## config.mk

```make
export PLATFORM = sky130hd
export DESIGN_NAME = mbe_front
export DESIGN_NICKNAME = d
export VERILOG_FILES = /design/src/mbe_pkg.sv /design/src/mbe_front.sv
export SDC_FILE = /design/constraint.sdc
export NUM_CORES = 1
export LEC_CHECK = 0
export BUFFER_PORTS_ARGS = -buffer_cell sky130_fd_sc_hd__buf_2
export CAP_MARGIN = 20
export CORE_ASPECT_RATIO = 1.1
export CORE_MARGIN = 5
export CORE_UTILIZATION = 40
export DETAILED_ROUTE_END_ITERATION = 12
export PLACE_DENSITY_LB_ADDON = 0.15
export SLEW_MARGIN = 40
export SYNTH_ARGS = -nofsm -noshare
export SYNTH_HDL_FRONTEND = slang
export SYNTH_SLANG_ARGS = --single-unit
```

## constraint.sdc

```tcl
create_clock -name vclk -period 31.1
set_clock_uncertainty 0.2 [all_clocks]
set_input_delay 3.11 -clock vclk [all_inputs]
set_output_delay 3.11 -clock vclk [all_outputs]
set_load 0.02 [all_outputs]
```

## src/mbe_pkg.sv

```systemverilog
package mbe_pkg;

  // Field widths of one request and one result
  localparam int COL_W = 10;
  localparam int ROW_W = 9;
  localparam int CNT_W = 12;

  // Fractional bits of the coordinate registers (Q4.28)
  localparam int REG_FRAC = 28;

  // Configuration port
  localparam int CFG_IDX_W  = 3;
  localparam int CFG_DATA_W = 32;

  localparam logic [CFG_IDX_W-1:0] CFG_X_START   = 3'd0;
  localparam logic [CFG_IDX_W-1:0] CFG_Y_START   = 3'd1;
  localparam logic [CFG_IDX_W-1:0] CFG_STEP_X    = 3'd2;
  localparam logic [CFG_IDX_W-1:0] CFG_STEP_Y    = 3'd3;
  localparam logic [CFG_IDX_W-1:0] CFG_MAX_ITER  = 3'd4;
  localparam logic [CFG_IDX_W-1:0] CFG_ESC_LIMIT = 3'd5;

  // Register values after reset
  localparam logic [31:0]      RST_X_START   = 32'hE000_0000;
  localparam logic [31:0]      RST_Y_START   = 32'hEC00_0000;
  localparam logic [30:0]      RST_STEP_X    = 31'd1260262;
  localparam logic [30:0]      RST_STEP_Y    = 31'd1401020;
  localparam logic [CNT_W-1:0] RST_MAX_ITER  = 12'd4095;
  localparam logic [31:0]      RST_ESC_LIMIT = 32'd536870912;

  // One queued request: pixel position and its saturated Q4.28 point c
  typedef struct packed {
    logic [COL_W-1:0]   column;
    logic [ROW_W-1:0]   row;
    logic signed [31:0] cr;
    logic signed [31:0] ci;
  } mbe_item_t;

endpackage

```

## src/mbe_front.sv

```systemverilog
module mbe_front (
  input  logic                       in_valid,
  output logic                       in_ready,
  input  logic [mbe_pkg::COL_W-1:0]  in_column,
  input  logic [mbe_pkg::ROW_W-1:0]  in_row,
  input  logic signed [31:0]         x_start,
  input  logic signed [31:0]         y_start,
  input  logic [30:0]                step_x,
  input  logic [30:0]                step_y,
  output logic                       push_valid,
  input  logic                       push_ready,
  output mbe_pkg::mbe_item_t         push_item
);
  import mbe_pkg::*;

  // Form start + idx*step and saturate to the signed 32-bit range
  function automatic logic signed [31:0] coord_sat(logic signed [31:0] start,
                                                   logic [30:0] step,
                                                   logic [COL_W-1:0] idx);
    logic [40:0]        prod;
    logic signed [42:0] sum;
    prod = 41'(idx) * 41'(step);
    sum  = {{11{start[31]}}, start} + {2'b00, prod};
    if (sum[42:31] == {12{sum[42]}}) begin
      return sum[31:0];
    end else if (sum[42]) begin
      return 32'sh8000_0000;
    end else begin
      return 32'sh7FFF_FFFF;
    end
  endfunction

  // Hand the request straight to the queue with its point attached
  assign in_ready   = push_ready;
  assign push_valid = in_valid;

  always_comb begin
    push_item.column = in_column;
    push_item.row    = in_row;
    push_item.cr     = coord_sat(x_start, step_x, in_column);
    push_item.ci     = coord_sat(y_start, step_y, COL_W'(in_row));
  end

endmodule

```

# After elaboration in Yosys (flattened, before gate mapping)
# Index checks and enable logic that the tools add are counted.
# Widths: inputs -> output; s select.
[word_totals]
regBits = 0
latchBits = 0
input_bits = 147
mem_bits_rw = 0
n_memories = 0
output_inout_bits = 85
rom_bits = 0
elab_cells = 10
[op_classes]
add_sub_neg = 2
reduce_logical = 0
div_mod_pow = 0
eq_ne = 2
n_mul = 2
magnitude_cmp = 0
shifts = 0
mux = 4
n_bitwise = 0
[ops]
columns = ["cell", "n"]
rows = [
  ["$mux 32", 4],
  ["$add 32x42->43", 1],
  ["$add 32x41->42", 1],
  ["$mul 10x31->41", 1],
  ["$mul 9x31->40", 1],
  ["$eq 11x11->1", 2],
]

# Longest topological paths before layout
# Gate-level depths: netlist (run 1).
[depth]
word_depth = 4
ltp_mapped = 38
mapped_depth_nobuf = 35

# Worst setup path after synthesis (run 1)
# No wires, ideal clock.
[synth_timing]
path_type = "input to output"
start = "input in_column[1] in the netlist's numbering"
end = "output push_item[33] in the netlist's numbering"
slack_ns = 16.056
arrival_ns = 11.734
path_stages = 35
required_time_ns = 27.790
path_buffers = 3
path_cell_list = "clkbuf_1 > nand2_1 > fa_1 > inv_1 > fa_1 > fa_1 > fa_1 > inv_1 > fa_1 > inv_1 > ha_1 > o21a_1 > nor2_1 > or3_1 > o21ai_0 > o21ai_0 > a31o_2 > a211oi_1 > a211o_1 > nor4b_1 > a211o_1 > ha_1 > buf_4 > and3_4 > nand2_1 > or4_1 > a21oi_1 > nor2_1 > and3_1 > or3_1 > a2111o_1 > a21o_1 > a22oi_4 > buf_12 > mux2i_1"
[synth_lines]
columns = ["element", "line_no", "text"]
rows = [
  ["start, declared", "mbe_front.sv:4", "input logic [mbe_pkg::COL_W-1:0] in_column,"],
  ["end, declared", "mbe_front.sv:12", "output mbe_pkg::mbe_item_t push_item"],
]

==> impl_metrics.yaml, run 1 <==
run_status:
  run_status: "finished, final reports clean"
finish:
  layout.clock_buffers: 0
  synthToLayoutAreaGrowth_pct: 5.59
  fillerInstances: 6049
  final_core_utilization: 0.426
  drive_above_1_share: 0.0911
  sequential_cell_total: 0
  ff_latch_area_sq_um: 0
  final_area_sq_mm: 0.0250
  num-nets-final: 3759
routing:
  dr_total_vias: 19900
  remaining_drc_errors: 0
  route.detailed.vias_per_inst: 5.35
  drt_wl_total_um: 65200
  first_pass_iters: 5
  drt-wirelength-per-cell_um: 17.5
  drtAntennaViolNets: 0
  drt-initial-drc-count: 988
min_path:
  hold-path-endpoint: "push_valid"
  hold_start: "in_valid"
  min_path_cells: 0
  hold_class: "primary input to output port"
synthesis:
  syn-instance-count: 2904
  most_frequently_used_cell_type_in_the_post_synthesis_netlist: "sky130_fd_sc_hd__inv_1"
  yosys_warnings: 0
  synth_fp_nets: 3707
  synth.largest_area_cell: "sky130_fd_sc_hd__fa_1"
  synth_cell_types: 78
  synth_top_cell_area_share: 0.369
  synth_common_cells: "sky130_fd_sc_hd__inv_1 (441), sky130_fd_sc_hd__fa_1 (436), sky130_fd_sc_hd__nand2_1 (422)"
  netlist_top_cells_area: "sky130_fd_sc_hd__fa_1 (37%), sky130_fd_sc_hd__ha_1 (12%), sky130_fd_sc_hd__and2_1 (7.3%), sky130_fd_sc_hd__inv_1 (7.0%), sky130_fd_sc_hd__nand2_1 (6.7%)"
  ys_seq_area_frac: 0
  post_synth.cell_area_avg_sq_um: 8.15
  synth_area_sq_mm: 0.0237
sta:
  fin_crit_sh: 0.545
  final_hold_viol_count: 0
  setup_violations: 0
  fmax_ghz: 0.0590
  drv_slew: 0
  finalCriticalPeriod_ns: 16.96
  grt_setup_unrepaired: "no"
  slew_headroom: 0.419
  totalNegativeSetupSlack_ns: 0
  worst_pin_slew_ns: 0.861
die:
  design.portCount: 232
  floorplan.die.height_um: 265
  fp-row-count: 93
  start_util: 0.404
  placeableCoreArea_sq_mm: 0.0586
  die_width_um: 242
  dieArea_sq_mm: 0.0642
global_route:
  use_met3: 0.0117
  use_met2: 0.365
  gr-usage-all-layers: 0.199
  grt_busiest_layer: "met2"
  grt_pass1_wl_um: 108000
  grt_pass1_vias: 20800
  global_route.usage.met1: 0.266
  grt_remaining_overflow: 0
  antenna_found_initial: 6
  grt_start_max_net_pins: 35
clock_network:
  number_of_resized_instances_in_the_post_cts_repair_step: 0
  cts_hold_buf: 0
  cts_setup_buffers: 0
setup_path:
  required_ns: 27.79
  worst_path_largest_cell_delay_ns: 0.58
  startpoint_type: "primary input"
  worst_path_most_repeated_cell: "sky130_fd_sc_hd__fa_1"
  worst_path_dominant_cell_family: "adder cells"
  worstPathMaxFanout: 34
  cp_data_arrival_time_ns: 13.65
  crit_buf_inv: 7
  timing.critical_path.slowest_stage_cell: "sky130_fd_sc_hd__or4_4"
  critPathCaptureType: "output port"
  type_of_the_worst_setup_path: "primary input to output port"
place:
  post-dp-hpwl_um: 54900
  detailed_place.area_sq_mm: 0.0250
  numPortBuffers: 228
  finalWeightedCongestion: 0.917
flow_run:
  timing.max_cap.violations: 0
## cell families after synthesis
kind of cell	Yosys count	synth area share
multiplexers	37	0.0157
XOR/XNOR	143	0.0529
adder cells (fa/ha/maj)	656	0.485
AND/OR/NAND/NOR	926	0.193
AO/OA/AOI/OAI	519	0.148
buffers and inverters	623	0.105
## worst max-delay path by stage
stage	slack, ns	cells after the start	endpoint	start
after floorplan	16.06	35	push_item[33]	in_column[1]
after global placement	14.40	37	push_item[60]	in_column[3]
after detailed placement	14.20	37	push_item[55]	in_column[3]
after CTS	14.19	37	push_item[55]	in_column[3]
after global routing	13.59	37	push_item[60]	in_column[3]
final	14.14	37	push_item[61]	in_column[3]
## per-stage QoR
stage	setup slack [ns]	instances	hold WS, ns
after floorplan	16.06	2904	6.13
after global placement	14.40	3714	6.02
after detailed placement	14.20	3714	6.02
after CTS	14.19	3714	6.02
after global routing	13.59	3716	6.02
final	14.14	3717	6.02
## placed cells by master, fill, tap and decap left out, types with 5 or more instances in the layout
| cell | instances |
|---|---|
| sky130_fd_sc_hd__inv_1 | 441 |
| sky130_fd_sc_hd__xnor2_1 | 84 |
| sky130_fd_sc_hd__xor2_1 | 57 |
| sky130_fd_sc_hd__nor2b_1 | 17 |
| sky130_fd_sc_hd__o21ai_0 | 62 |
| sky130_fd_sc_hd__buf_2 | 227 |
| sky130_fd_sc_hd__o21a_1 | 15 |
| sky130_fd_sc_hd__nor3_1 | 17 |
| sky130_fd_sc_hd__nor2_1 | 68 |
| sky130_fd_sc_hd__or2_2 | 7 |
| sky130_fd_sc_hd__mux2i_1 | 36 |
| sky130_fd_sc_hd__and3_1 | 22 |
| sky130_fd_sc_hd__a211oi_1 | 10 |
| sky130_fd_sc_hd__nand3_1 | 29 |
| sky130_fd_sc_hd__nor4_1 | 6 |
| sky130_fd_sc_hd__nand4_1 | 19 |
| sky130_fd_sc_hd__ha_1 | 220 |
| sky130_fd_sc_hd__nand2_1 | 422 |
| sky130_fd_sc_hd__and4_1 | 5 |
| sky130_fd_sc_hd__a31oi_1 | 19 |
| sky130_fd_sc_hd__fa_1 | 436 |
| sky130_fd_sc_hd__o31ai_1 | 8 |
| sky130_fd_sc_hd__o2111ai_1 | 6 |
| sky130_fd_sc_hd__or3_1 | 5 |
| sky130_fd_sc_hd__a211o_1 | 7 |
| sky130_fd_sc_hd__a21boi_0 | 10 |
| sky130_fd_sc_hd__a21o_1 | 103 |
| sky130_fd_sc_hd__o211ai_1 | 16 |
| sky130_fd_sc_hd__buf_4 | 5 |
| sky130_fd_sc_hd__o21ai_1 | 6 |
| sky130_fd_sc_hd__o21bai_1 | 24 |
| sky130_fd_sc_hd__a21oi_1 | 146 |
| sky130_fd_sc_hd__and2_1 | 275 |
| sky130_fd_sc_hd__nand2b_1 | 13 |
| sky130_fd_sc_hd__a22oi_1 | 33 |
| sky130_fd_sc_hd__a31o_2 | 6 |
## metal layers
layer	wire length (um)	up-vias
met5	27	-
met4	984	4
met3	2280	56
met2	33300	406
met1	28600	10000
li1	-	9387
## area by class of cell
| cell class | count | area [sq um] | share of cell area |
|---|---|---|---|
| Multi-Input combinational cell | 2281 | 21200 | 0.848 |
| Antenna cell | 3 | 7.51 | 0.000300 |
| Inverter | 441 | 1660 | 0.0662 |
| Tap cell | 760 | 951 | 0.0380 |
| Timing Repair Buffer | 232 | 1170 | 0.0470 |
Power of run 1 is not shown: default switching activity piles up to over one toggle a cycle in this logic, so the estimate is an artifact.
==> run 2, diff against run 1 <==
==> constraint.sdc (replaced) <==
create_clock -name vclk -period 17.2
set_clock_uncertainty 0.2 [all_clocks]
set_input_delay 1.72 -clock vclk [all_inputs]
set_output_delay 1.72 -clock vclk [all_outputs]
set_load 0.02 [all_outputs]
==> run 2 against run 1 <==
Compared with the run above: die area is the same; routed wire length down 0.30%; global-route usage hardly changed; core utilization is essentially flat; worst hold slack got worse by 2.8 ns; final area hardly changed; clock-buffer cell count did not move; critical path depth did not move; largest cell class unchanged; flip-flop and latch count stayed put; final cell count about the same; sequential share of layout area is the same.
==> impl_metrics.yaml, run 2 (synthesized netlist as in run 1, its figures left out) <==
setup_path:
  worst_path_most_repeated_cell: "sky130_fd_sc_hd__fa_1"
  worst_path_dominant_cell_family: "adder cells"
  worst_path_largest_cell_delay_ns: 0.58
  critPathCaptureType: "output port"
  required_ns: 15.28
  worstPathMaxFanout: 34
  timing.critical_path.slowest_stage_cell: "sky130_fd_sc_hd__fa_1"
  crit_buf_inv: 7
  startpoint_type: "primary input"
  cp_data_arrival_time_ns: 12.25
  type_of_the_worst_setup_path: "primary input to output port"
finish:
  layout.clock_buffers: 0
  sequential_cell_total: 0
  synthToLayoutAreaGrowth_pct: 5.60
  final_area_sq_mm: 0.0250
  most-common-layout-cells: "sky130_fd_sc_hd__inv_1 (441), sky130_fd_sc_hd__fa_1 (436), sky130_fd_sc_hd__nand2_1 (422)"
  total_area_of_multi_input_combinational_cells_sq_mm: 0.0212
  final_core_utilization: 0.426
  drive_above_1_share: 0.0911
  ff_latch_area_sq_um: 0
  fillerInstances: 6058
  mostFrequentLayoutCell: "sky130_fd_sc_hd__inv_1"
  num-nets-final: 3759
die:
  placeableCoreArea_sq_mm: 0.0586
  fp-row-count: 93
  start_util: 0.404
  die_width_um: 242
  design.portCount: 232
  floorplan.die.height_um: 265
  dieArea_sq_mm: 0.0642
min_path:
  hold_class: "primary input to output port"
routing:
  drt-initial-drc-count: 1024
  drtAntennaViolNets: 0
  route.detailed.vias_per_inst: 5.35
  remaining_drc_errors: 0
  first_pass_iters: 5
  drt_wl_total_um: 65000
  drt-wirelength-per-cell_um: 17.5
  dr_total_vias: 19900
global_route:
  grt_remaining_overflow: 0
  use_met2: 0.365
  use_met3: 0.0124
  gr-usage-all-layers: 0.199
  grt_pass1_vias: 20900
  global_route.usage.met1: 0.266
  grt_start_max_net_pins: 35
  grt_busiest_layer: "met2"
  antenna_found_initial: 5
  grt_pass1_wl_um: 108000
sta:
  final_critical_path_setup_slack_ns: 3.03
  finalCriticalPeriod_ns: 14.17
  drv_slew: 0
  fin_crit_sh: 0.824
  fmax_ghz: 0.0706
  grt_setup_unrepaired: "no"
  slew_headroom: 0.443
  totalNegativeSetupSlack_ns: 0
  setup_violations: 0
  worst_pin_slew_ns: 0.829
  final_hold_viol_count: 0
flow_run:
  timing.max_cap.violations: 0
place:
  numPortBuffers: 228
  detailed_place.area_sq_mm: 0.0250
  post-dp-hpwl_um: 54900
  dpl_worst_slack_ns: 3.08
  finalWeightedCongestion: 0.917
run_status:
  run_status: "finished, final reports clean"
clock_network:
  number_of_resized_instances_in_the_post_cts_repair_step: 0
  cts_hold_buf: 0
  cts_setup_buffers: 0
-- run 2: changes by cell type in the layout (fill, tap and decap cells not counted), sizes merged --
| cell | delta |
|---|---|
| diode | +2 |
-- run 2: final timing paths --
check                   startpoint       endpoint  slack [ns]  cells past startpoint
worst max-delay path  in_column[1]  push_item[60]        3.03                     37
worst min-delay path      in_valid     push_valid        3.24                      0
-- run 2: area by class of cell --
class                      instances  share of cell area
antenna                            5            0.000501
multi-input combinational       2281               0.848
inverter                         441              0.0662
tap                              760              0.0380
timing repair buffer             232              0.0468
-- run 2: metrics by stage --
step	hold WS, ns	std cells
4_1_cts	3.24	3714
6_report	3.24	3719
3_3_place_gp	3.24	3714
2_1_floorplan	3.35	2904
3_5_place_dp	3.24	3714
5_1_grt	3.24	3714
-- run 2: per-layer routing --
| metal | part of all wire | vias to the layer above |
|---|---|---|
| met2 | 0.51 | 424 |
| met1 | 0.43 | 10000 |
| met5 | 0.00020 | - |
| li1 | - | 9384 |
| met4 | 0.018 | 2 |
| met3 | 0.041 | 63 |
Power of run 2 is left out for the same reason.
