File: config.mk
export PLATFORM = sky130hd
export DESIGN_NAME = mbe_queue
export DESIGN_NICKNAME = d
export VERILOG_FILES = /design/src/mbe_pkg.sv /design/src/mbe_queue.sv
export SDC_FILE = /design/constraint.sdc
export NUM_CORES = 1
export LEC_CHECK = 0
export CAP_MARGIN = 5
export CORE_MARGIN = 3
export CORE_UTILIZATION = 30
export DETAILED_ROUTE_END_ITERATION = 8
export DONT_BUFFER_PORTS = 1
export GPL_TIMING_DRIVEN = 0
export HOLD_SLACK_MARGIN = 0.1
export PLACE_DENSITY = 0.48
export REMOVE_ABC_BUFFERS = 1
export SYNTH_ARGS = -nofsm -noshare
export SYNTH_HDL_FRONTEND = slang
export SYNTH_SLANG_ARGS = --single-unit
export TNS_END_PERCENT = 1
File: constraint.sdc
create_clock -name clk -period 6.05 [get_ports clk]
set_input_delay 0.605 -clock clk [delete_from_list [all_inputs] [get_ports clk]]
set_output_delay 0.605 -clock clk [all_outputs]
set_load 0.05 [all_outputs]
File: src/mbe_pkg.sv
package mbe_pkg;

  // Field widths of one request and one result
  localparam int COL_W = 10;
  localparam int ROW_W = 9;
  localparam int CNT_W = 12;

  // Fractional bits of the coordinate registers (Q4.28)
  localparam int REG_FRAC = 28;

  // Configuration port
  localparam int CFG_IDX_W  = 3;
  localparam int CFG_DATA_W = 32;

  localparam logic [CFG_IDX_W-1:0] CFG_X_START   = 3'd0;
  localparam logic [CFG_IDX_W-1:0] CFG_Y_START   = 3'd1;
  localparam logic [CFG_IDX_W-1:0] CFG_STEP_X    = 3'd2;
  localparam logic [CFG_IDX_W-1:0] CFG_STEP_Y    = 3'd3;
  localparam logic [CFG_IDX_W-1:0] CFG_MAX_ITER  = 3'd4;
  localparam logic [CFG_IDX_W-1:0] CFG_ESC_LIMIT = 3'd5;

  // Register values after reset
  localparam logic [31:0]      RST_X_START   = 32'hE000_0000;
  localparam logic [31:0]      RST_Y_START   = 32'hEC00_0000;
  localparam logic [30:0]      RST_STEP_X    = 31'd1260262;
  localparam logic [30:0]      RST_STEP_Y    = 31'd1401020;
  localparam logic [CNT_W-1:0] RST_MAX_ITER  = 12'd4095;
  localparam logic [31:0]      RST_ESC_LIMIT = 32'd536870912;

  // One queued request: pixel position and its saturated Q4.28 point c
  typedef struct packed {
    logic [COL_W-1:0]   column;
    logic [ROW_W-1:0]   row;
    logic signed [31:0] cr;
    logic signed [31:0] ci;
  } mbe_item_t;

endpackage

File: src/mbe_queue.sv
module mbe_queue (
  input  logic               clk,
  input  logic               rst_n,
  input  logic               push_valid,
  output logic               push_ready,
  input  mbe_pkg::mbe_item_t push_item,
  output logic               pop_valid,
  input  logic               pop_ready,
  output mbe_pkg::mbe_item_t pop_item
);
  import mbe_pkg::*;

  mbe_item_t   slot_r [2];
  logic        wr_ptr_r;
  logic        rd_ptr_r;
  logic [1:0]  count_r;
  logic        do_push;
  logic        do_pop;

  assign push_ready = (count_r != 2'd2);
  assign pop_valid  = (count_r != 2'd0);
  assign pop_item   = slot_r[rd_ptr_r];
  assign do_push    = push_valid & push_ready;
  assign do_pop     = pop_valid & pop_ready;

  // Advance pointers and fill count
  always_ff @(posedge clk) begin
    if (!rst_n) begin
      wr_ptr_r <= 1'b0;
      rd_ptr_r <= 1'b0;
      count_r  <= 2'd0;
    end else begin
      if (do_push) wr_ptr_r <= ~wr_ptr_r;
      if (do_pop)  rd_ptr_r <= ~rd_ptr_r;
      if (do_push && !do_pop) begin
        count_r <= count_r + 2'd1;
      end else if (!do_push && do_pop) begin
        count_r <= count_r - 2'd1;
      end
    end
  end

  // Store the incoming request
  always_ff @(posedge clk) begin
    if (do_push) slot_r[wr_ptr_r] <= push_item;
  end

endmodule

After elaboration in Yosys (flattened, before gate mapping):

Memories as Yosys holds them, arrays and structs flattened. A register that Yosys moved wholly into a read port is not among the register bits.
Cells that the tools add are included.

* reduce and logical (&&, ||, !) cells: 6
* bitwise logic cells: 4
* muxes and demuxes: 6
* add/subtract/negate cells: 2
* equality and inequality tests: 1

Operators by type and width (number)
* $mux 1: 4
* $mux 2: 2
* $reduce_bool 2->1: 2
* $add 2x1->2 const B: 1
* $and 1x1->1: 2
* $logic_and 1x1->1: 2
* $logic_not 1->1: 2
* $ne 2x2->1 const B: 1
* $not 1->1: 2
* $sub 2x1->2 const B: 1

* flip-flop bits (word level): 4
* RAM bits: 166
* word-level logic and storage cells: 23
* output and inout bits: 85
* input bits: 87
* memories kept: 1

Memory list
* slot_r: depth 2, bits a word 83, read ports 1, clocked after memory_dff 1, write ports 1, RTL line mbe_queue.sv:13 `mbe_item_t slot_r [2];`

Depth between registers and ports, before layout:

Gate-level depths: netlist (run 1).

* depth after elaboration: 6
* gate-level depth with buffers: 6
* gate-level depth less buffers: 6

Worst setup path before layout (run 1):

No wires, ideal clock.

* kind: flip-flop to flip-flop
* start: register count_r[0]
* end: memory slot_r[1][0] (netlist bit), enable pin
* path buffers: 0
* library setup time: 0.451 ns
* setup slack: 2.935 ns
* cell stages (with the launch flop): 3
* data arrival time: 2.664 ns
* period minus slack after synthesis: 3.115 ns
* path through: dfxtp_1 > nand2b_4 > and3_1

* longest elaborated chain between the ends: 4

Ends and longest elaborated chain
* start, declared: RTL line mbe_queue.sv:16 `logic [1:0] count_r;`
* start signal, assigned: RTL line mbe_queue.sv:36 `count_r <= count_r + 2'd1;`
* start signal, assigned: RTL line mbe_queue.sv:38 `count_r <= count_r - 2'd1;`
* $ne 2x2->1: RTL line mbe_queue.sv:20 `assign push_ready = (count_r != 2'd2);`
* net push_ready: RTL line mbe_queue.sv:5 `output logic push_ready,`
* $and 1x1->1: RTL line mbe_queue.sv:23 `assign do_push = push_valid & push_ready;`
* $mux 1: RTL line mbe_queue.sv:45 `if (do_push) slot_r[wr_ptr_r] <= push_item;`
* $mux 1 (not written as such): RTL line mbe_queue.sv:45
* end, declared: RTL line mbe_queue.sv:13

The timed path passes the listed nets, and every way through them passes these cells.

==> results of run 1 <==
## report_power, final
part | leakage (µW) | internal (µW) | switching (µW)
registers | 0.00159 | 1480 | 56.9
logic | 0.000399 | 253 | 886
clock network | 0.000285 | 672 | 412
total | 0.00228 | 2410 | 1350
## kinds of logic (layout without fill, tap and decap cells)
logic type / after synthesis / count (layout)
compound gates: 5 / 5
xor+xnor: 3 / 3
fa+ha+maj: 1 / 1
buf+inv: 10 / 36
flops: 171 / 171
mux: 83 / 83
simple gates: 9 / 9
## metrics by stage
stage	util (%)	instances	hold slack (ns)
6_report	35.4	578	0.288
3_3_place_gp	32.0	543	0.549
4_1_cts	35.4	578	0.255
3_5_place_dp	32.5	546	0.545
2_1_floorplan	-	273	0.512
5_1_grt	35.4	578	0.247
## registers in the layout, summed over array words and instances, names as in the netlist, named ones only
| register | flops |
|---|---|
| count_r | 2 |
| rd_ptr_r | 1 |
| slot_r | 166 |
| wr_ptr_r | 1 |
## worst min-delay path by stage
stage                        startpoint       endpoint  slack, ns  depth (start not counted)
after floorplan              count_r[1]     count_r[1]       0.51                          2
after global placement         wr_ptr_r       wr_ptr_r       0.55                          2
after detailed placement     count_r[1]     count_r[1]       0.54                          2
after CTS                 push_item[21]  slot_r[1][21]       0.25                          0
after global routing      push_item[16]  slot_r[1][16]       0.25                          0
final                     push_item[16]  slot_r[1][16]       0.29                          0
## layout by cell type, fill, tap and decap left out
cell        instances
edfxtp_1          166
mux2_2             83
clkbuf_16          17
clkbuf_1            6
and2_1              4
dfxtp_1             4
bufinv_16           3
buf_16              3
xnor2_1             2
clkinv_2            2
clkbuf_8            2
nand2b_4            1
or2_2               1
and3_4              1
o21ai_1             1
nand3b_1            1
inv_4               1
a21bo_2             1
a21boi_0            1
xor2_1              1
o21ai_0             1
or3_1               1
a21boi_1            1
ha_1                1
dfxtp_4             1
clkinv_4            1
clkinvlp_4          1
## worst max-delay path, cell delays in order (launching register included)
cell	delay, ns
dfxtp_4	0.56
buf_16	0.31
mux2_2	0.52
## routing by layer
| layer | track usage [%] | share of wire [%] | vias up |
|---|---|---|---|
| met2 | 15.7 | 50 | 109 |
| met1 | 9.97 | 36 | 1276 |
| met4 | 3.89 | 1.2 | 0 |
| met5 | 0 | 0 | - |
| met3 | 6.81 | 14 | 7 |
| li1 | - | - | 1147 |
## final cells by class
class,instances,share of cell area (%)
sequential,171,70.8
multi-input combinational,101,15.0
clock buffer,25,6.62
tap,270,4.70
clock inverter,7,1.62
timing repair buffer,3,1.15
inverter,1,0.0871
==> results_dict.tcl, run 1 <==
set metrics [dict create \
    outcome "completed" \
    initial_utilization_pct 30.7 \
    cts.path.max_buffers 2 \
    cts_tree "yes" \
    r2r_setup_slack_ns 4.04 \
    drtIter0Drc 104 \
    cts_setup_buffers 0 \
    multiInputGateArea_um2 1080 \
    die_h_um 150 \
    r2r_start "count_r[0]" \
    dpl_cell_area_um2 6590 \
    synth_compound_area_share_pct 0.563 \
    p_leak_uw 0.00228 \
    synthAdderAreaFrac_pct 0.201 \
    dieArea_um2 22500 \
    clock-sinks 171 \
    gp_congestion 0.661 \
    hold_class "input port to register" \
    grt_pass1_vias 2805 \
    power_density_nw_per_um2 523 \
    h-tree-depth 4 \
    yosys.cell_count.top_type "edfxtp_1" \
    detail_route.wl_per_cell_um 18.7 \
    fin_nets 383 \
    synth_warnings 0 \
    fillers 1924 \
    antenna_found_initial 0 \
    yosys-top-cells-area "edfxtp_1, mux2_2, dfxtp_1" \
    pre_cts_slack_ns 3.95 \
    syn_to_final_growth_pct 15.4 \
    final_hold_viol_count 0 \
    grt_start_max_net_pins 63 \
    max_freq_mhz 402 \
    route.detailed.drc 0 \
    cts_resized 0 \
    num_vias 2539 \
    synth_edf_count 166 \
    netlist_top_cells_count "edfxtp_1, mux2_2, buf_4, dfxtp_1, and2_1" \
    pin_count 172 \
    ctsRootBufferMaster "clkbuf_16" \
    ir_worst_vdd_mv 0.247 \
    rr_worst_depth 4 \
    worstPathArrival_ns 1.88 \
    gr-usage-all-layers_pct 9.79 \
    worstMarginPinSlew_ns 0.598 \
    synth.distinct_cells 20 \
    grt_pass1_wl_um 16100 \
    maxSlewHeadroom_pct 60.1 \
    worstSkewPairLatency_ns 0.40 \
    synth_top_family_by_area "multiplexers" \
    drtAntennaViolNets 0 \
    critPathRequiredTime_ns 5.44 \
    synth_area_um2 6220 \
    core-area_um2 20300 \
    yosysSeqAreaShare_pct 81.7 \
    start_kind "register" \
    cts_hold_buf 0 \
    crit_end "pop_item[4]" \
    muxShareOfSynthArea_pct 15.0 \
    die_w_um 150 \
    portBuffers 0 \
    syn-mean-instance-area_um2 22.1 \
    critical_path_class "register to output pin" \
    clock_skew_ns 0.00736 \
    numCtsBuffers 17 \
    synthCells 282 \
    setup_slack_ns 3.56 \
    synth_top_area_share_pct 80.1 \
    cp_max_fo 62 \
    grt_overflow 0 \
    r2r_end "slot_r[0][76]" \
    yosys.area_share.simple_pct 1.05 \
    regArea_um2 5090 \
    synth_xor_area_share_pct 0.422 \
    antennaDiodeCount 0 \
    drt_wl_total_um 10800 \
    worstSetupEndpointType "output pin" \
    report.final.slew_viol_count 0 \
    final_min_period_over_clock_period_pct 41.1 \
    rsz0062_at_grt "no" \
    synth-seq-cells 171 \
    p_total_uw 3760 \
    drv_cap 0 \
    ys.flop_type "edfxtp_1" \
    finalSetupTns_ns 0 \
    drive_gt1_share_pct 38.3 \
    vias_per_cell 4.39 \
    clk_pin_slew_ns 0.07 \
    layout_min_cycle_time_ns 2.49 \
    hpwl_um 6920 \
    rows 52 \
    setup_viol 0 \
    synth.largest_area_cell "edfxtp_1" \
    first_pass_iters 3 \
    synthArstFlopShare_pct 0 \
    postLayoutCellArea_um2 7190 \
]
(Power assumes the default switching activity.)
==> run 2, diff against run 1 <==
clock period = 2.5 ns   (was 6.05 ns; I/O delays follow)
==> run 2 against run 1 <==
Clock skew is essentially flat; sequential power grew 140%; via count grew 13%; global-route usage grew 0.28 points; die area is the same; worst hold slack lost 0.055 ns; power grew 150%.
==> results_dict.tcl, run 2 (synthesized netlist as in run 1, its figures left out) <==
set metrics [dict create \
    drt_wl_total_um 11100 \
    power_density_nw_per_um2 1150 \
    p_leak_uw 0.00263 \
    outcome "completed" \
    final_hold_viol_count 0 \
    largestRegisters "slot_r: 166 flops, count_r: 2 flops" \
    num_vias 2863 \
    post-route-util_pct 39.6 \
    setup_viol 0 \
    wl_met2_um 5690 \
    final_min_period_over_clock_period_pct 84.0 \
    critPathRequiredTime_ns 2.25 \
    hpwl_um 6920 \
    cp_max_fo 62 \
    dpl_cell_area_um2 6590 \
    cts_setup_buffers 0 \
    cp.depth 2 \
    largest_register_ffs 166 \
    critical_path_class "register to output pin" \
    hold_class "input port to register" \
    route.met3.wl_um 1000 \
    crit_end "pop_item[55]" \
    final_cell_mix "edfxtp_1, dlygate4sd3_1, mux2_2" \
    maxSlewHeadroom_pct 60.6 \
    drive_gt1_share_pct 30.0 \
    grt_start_max_net_pins 63 \
    cts_hold_buf 85 \
    cpPeakStageDelay_ns 0.56 \
    max_freq_mhz 476 \
    worstSetupEndpointType "output pin" \
    dieArea_um2 22500 \
    gp_congestion 0.661 \
    grt_overflow 0 \
    cts.path.max_buffers 2 \
    vias_per_cell 4.31 \
    met1_length_um 4280 \
    grt_pass1_vias 3147 \
    ir_worst_vdd_mv 0.599 \
    path_cells "buf_16, mux2_2" \
    start_kind "register" \
    top_register "slot_r" \
    postLayoutCellArea_um2 8040 \
    r2r_end "slot_r[1][42]" \
    die_w_um 150 \
    top_layer "met4" \
    rr_worst_depth 3 \
    worstPathArrival_ns 1.85 \
    clk_pin_slew_ns 0.06 \
    numCtsBuffers 17 \
    clock_skew_ns 0.00757 \
    antenna_found_initial 1 \
    layout_commonest_cell "edfxtp_1" \
    grt_pass1_wl_um 16800 \
    min_path_cells 3 \
    drv_cap 0 \
    first_pass_iters 4 \
    crit_path_top_delay_cell "dfxtp_4" \
    die_h_um 150 \
    rsz0062_at_grt "no" \
    crit_family "flip-flops" \
    worstMarginPinSlew_ns 0.590 \
    rows 52 \
    gr-usage-all-layers_pct 10.1 \
    setup_slack_ns 0.400 \
    detail_route.wl_per_cell_um 16.7 \
    drtAntennaViolNets 0 \
    h-tree-depth 4 \
    worstSkewPairLatency_ns 0.40 \
    cts_tree "yes" \
    fin_nets 468 \
    portBuffers 0 \
    syn_to_final_growth_pct 29.1 \
    initial_utilization_pct 30.7 \
    core-area_um2 20300 \
    cts_resized 0 \
    pin_count 172 \
    crit_buf_inv 1 \
    report.final.slew_viol_count 0 \
    route.detailed.drc 0 \
    layout_min_cycle_time_ns 2.10 \
    clock-sinks 171 \
    drtIter0Drc 121 \
    r2r_setup_slack_ns 0.49 \
    r2r_start "count_r[0]" \
    pre_cts_slack_ns 0.457 \
    ctsRootBufferMaster "clkbuf_16" \
]
-- run 2: cell count changes in the layout (fill, tap and decap cells not counted) --
| cell | previous run | this run |
|---|---|---|
| dlygate4sd3_1 | 0 | 85 |
| diode_2 | 0 | 1 |
-- run 2: per-stage QoR --
| stage | setup TNS [ns] | cells | power (µW) | hold WS [ns] |
|---|---|---|---|---|
| global route | 0 | 664 | 9660 | 0.246 |
| floorplan | -115.06 | 273 | 6250 | 0.349 |
| global placement | -406.27 | 543 | 6600 | 0.349 |
| finish | 0 | 664 | 9230 | 0.233 |
| CTS | 0 | 663 | 9410 | 0.200 |
| detailed placement | 0 | 546 | 6610 | 0.349 |
-- run 2: area by class of cell --
type	count	area [µm²]
fill	1859	12300
sequential	171	5090
multi-input combinational	101	1080
timing repair buffer	88	933
clock buffer	25	475
tap	270	338
clock inverter	7	116
inverter	1	6.26
antenna	1	2.50
-- run 2: metal layers --
layer	global-route usage, %	vias up
li1	-	1317
met1	10.9	1434
met2	16.9	107
met3	5.21	5
met4	3.71	0
met5	0	-
-- run 2: worst min-delay path by stage --
stage	startpoint	to	slack (ns)
2_1_floorplan	push_item[0]	slot_r[0][0]	0.35
3_3_place_gp	push_item[69]	slot_r[0][69]	0.35
3_5_place_dp	push_item[56]	slot_r[1][56]	0.35
4_1_cts	pop_ready	register	0.20
5_1_grt	pop_ready	register	0.25
6_report	pop_ready	register	0.23
-- run 2: worst register-to-register path, cell delays in order (launching register included) --
cell and delay (ns):
dfxtp_1 0.43, nand2b_4 0.29, and3_4 0.61, buf_16 0.33
-- run 2: report_power, final --
part / internal [µW] / switching [µW]
registers: 3580 / 138
clock network: 1630 / 996
logic: 702 / 2190
==> run 3, diff against run 2 <==
ABC_AREA = 1   (was default)
clock period = 2.2 ns   (was 2.5 ns; I/O delays follow)
==> run 3 against run 2 <==
Worst hold slack worse by 0.093 ns; cell count up 3.5%; register-to-register slack lost 0.10 ns; critical path depth unchanged; via count up 2.1%; global-route usage up 0.38 points; combinational power increased by 20%; die area rose by 5.5%; non-clock buffer count rose by 6; clock power is 9.2% higher; highest routed layer unchanged.
==> results_dict.tcl, run 3 <==
set metrics [dict create \
    outcome "completed" \
    yosys-top-cells-area "edfxtp_1, mux2_4, mux2_2" \
    vias_per_cell 4.25 \
    synth_compound_area_share_pct 0.342 \
    post-route-util_pct 39.4 \
    cts.path.max_buffers 2 \
    path_cells "buf_12, mux2_2" \
    fin_nets 487 \
    synth-seq-cells 171 \
    final_min_period_over_clock_period_pct 97.7 \
    netlist_top_cells_count "edfxtp_1, mux2_4, mux2_2, nand2_1" \
    die_h_um 154 \
    ctsRootBufferMaster "clkbuf_16" \
    cts_tree "yes" \
    clock-sinks 171 \
    dieArea_um2 23700 \
    min_path_cells 3 \
    yosysSeqAreaShare_pct 77.3 \
    cp_max_fo 29 \
    hpwl_um 7880 \
    clock_skew_ns 0.00859 \
    crit_path_top_delay_cell "dfxtp_4" \
    grt_overflow 0 \
    synthAdderAreaFrac_pct 0.190 \
    cp.depth 2 \
    syn-mean-instance-area_um2 22.3 \
    synth_top_family_by_area "multiplexers" \
    antenna_found_initial 0 \
    muxShareOfSynthArea_pct 18.2 \
    fillers 1913 \
    ir_worst_vdd_mv 0.523 \
    numCtsBuffers 17 \
    setup_viol 0 \
    crit_buf_inv 1 \
    grt_pass1_vias 3311 \
    syn_to_final_growth_pct 27.4 \
    pre_cts_slack_ns -0.289 \
    synth_top_area_share_pct 75.8 \
    hold_class "input port to register" \
    grt_pass1_wl_um 18700 \
    whs_ns 0.140 \
    synth_xor_area_share_pct 0 \
    portBuffers 0 \
    worstSetupEndpointType "output pin" \
    cpPeakStageDelay_ns 0.68 \
    layout_min_cycle_time_ns 2.15 \
    rr_worst_depth 6 \
    dpl_cell_area_um2 6960 \
    ys.flop_type "edfxtp_1" \
    initial_utilization_pct 30.9 \
    num_vias 2922 \
    synth_warnings 0 \
    top_register "slot_r" \
    detail_route.wl_per_cell_um 17.6 \
    first_pass_iters 4 \
    drt_wl_total_um 12100 \
    gp_congestion 0.640 \
    worstSkewPairLatency_ns 0.41 \
    min_from "pop_ready" \
    synth_edf_count 166 \
    r2r_end "slot_r[1][14]" \
    largestRegisters "slot_r: 166 flops, count_r: 2 flops" \
    layout_commonest_cell "edfxtp_1" \
    setup_slack_ns 0.0498 \
    r2r_start "count_r[0]" \
    pin_count 172 \
    critPathRequiredTime_ns 1.98 \
    largest_register_ffs 166 \
    clk_pin_slew_ns 0.06 \
    synthArstFlopShare_pct 0 \
    p_leak_uw 0.00294 \
    final_cell_mix "edfxtp_1, dlygate4sd3_1, mux2_4" \
    maxSlewHeadroom_pct 64.9 \
    synth.largest_area_cell "edfxtp_1" \
    postLayoutCellArea_um2 8380 \
    critical_path_class "register to output pin" \
    synth.distinct_cells 16 \
    final_hold_viol_count 0 \
    route.detailed.drc 0 \
    grt_start_max_net_pins 30 \
    rows 53 \
    synthCells 295 \
    report.final.slew_viol_count 0 \
    worstMarginPinSlew_ns 0.527 \
    worstPathArrival_ns 1.93 \
    gr-usage-all-layers_pct 10.4 \
    synth_area_um2 6580 \
    die_w_um 154 \
    yosys.cell_count.top_type "edfxtp_1" \
    yosys.area_share.simple_pct 1.14 \
    crit_family "flip-flops" \
    r2r_setup_slack_ns 0.39 \
    h-tree-depth 4 \
    drtAntennaViolNets 0 \
    start_kind "register" \
    finalSetupTns_ns 0 \
    antennaDiodeCount 0 \
    drtIter0Drc 93 \
    max_freq_mhz 465 \
    drv_cap 0 \
    core-area_um2 21300 \
    rsz0062_at_grt "yes" \
    drive_gt1_share_pct 29.9 \
    power_density_nw_per_um2 1270 \
]
-- run 3: cell count changes after synthesis, moves of 2 or more --
cell | previous run | this run
nor2_1 | 0 | 8
nand2_1 | 0 | 9
xnor2_1 | 2 | 0
and2_1 | 4 | 0
buf_4 | 7 | 0
mux2_4 | 0 | 70
buf_12 | 0 | 7
inv_1 | 1 | 8
mux2_2 | 83 | 13
-- run 3: kinds of logic after synthesis --
kind of cell,Yosys count
buf+inv,17
simple gates,19
mux,83
fa+ha+maj,1
compound gates,4
flops,171
-- run 3: final cells by class --
class / count / area (µm²) / area share, %
timing repair buffer: 94 / 1030 / 12.3
inverter: 8 / 30.0 / 0.358
sequential: 171 / 5090 / 60.7
clock inverter: 12 / 124 / 1.48
multi-input combinational: 107 / 1330 / 15.9
clock buffer: 20 / 437 / 5.21
tap: 275 / 344 / 4.10
-- run 3: how the worst max path moves through the flow --
stage / startpoint / to / slack, ns
floorplan: count_r[0] / slot_r[0][0] / -2.76
global placement: count_r[0] / slot_r[1][55] / -5.26
detailed placement: count_r[0] / slot_r[0][55] / -0.29
CTS: register / pop_item[82] / -0.03
global route: register / pop_item[80] / -0.06
finish: register / pop_item[80] / 0.05
-- run 3: power breakdown --
group / total [µW] / internal (µW) / switching [µW] / leakage [µW]
clock: 2860 / 1670 / 1200 / 0.000271
sequential: 4300 / 4110 / 191 / 0.00159
combinational: 3470 / 1040 / 2430 / 0.00108
total: 10600 / 6820 / 3820 / 0.00294
-- run 3: what timing repair did --
| action | 4_1_cts | 5_1_grt |
|---|---|---|
| setup endpoints to repair | 157 | 38 |
| gates resized for setup | 2 | 0 |
| hold buffers | 84 | 0 |
| setup buffers | 1 | 1 |
| hold endpoints to repair | 171 | 0 |
| pin swaps | 1 | 1 |
-- run 3: worst reg2reg max path: stages, from the launching register on --
cell	delay (ns)
dfxtp_1	0.36
inv_1	0.12
nand2_4	0.18
nand2_1	0.20
nor2_4	0.19
buf_12	0.21
buf_12	0.23
-- run 3: stage by stage --
stage                     instances  power (µW)
final                           687       10600
after global routing            687       11100
after floorplan                 286        7350
after global placement          561        7600
after detailed placement        569        7740
after CTS                       686       10800
-- run 3: per-layer routing --
metal | track usage, % | share of wire [%] | vias up
li1 | - | - | 1352
met1 | 11.9 | 39 | 1449
met2 | 17.0 | 50 | 110
met3 | 5.24 | 9.1 | 11
met4 | 3.66 | 1.2 | 0
met5 | 0 | 0 | -
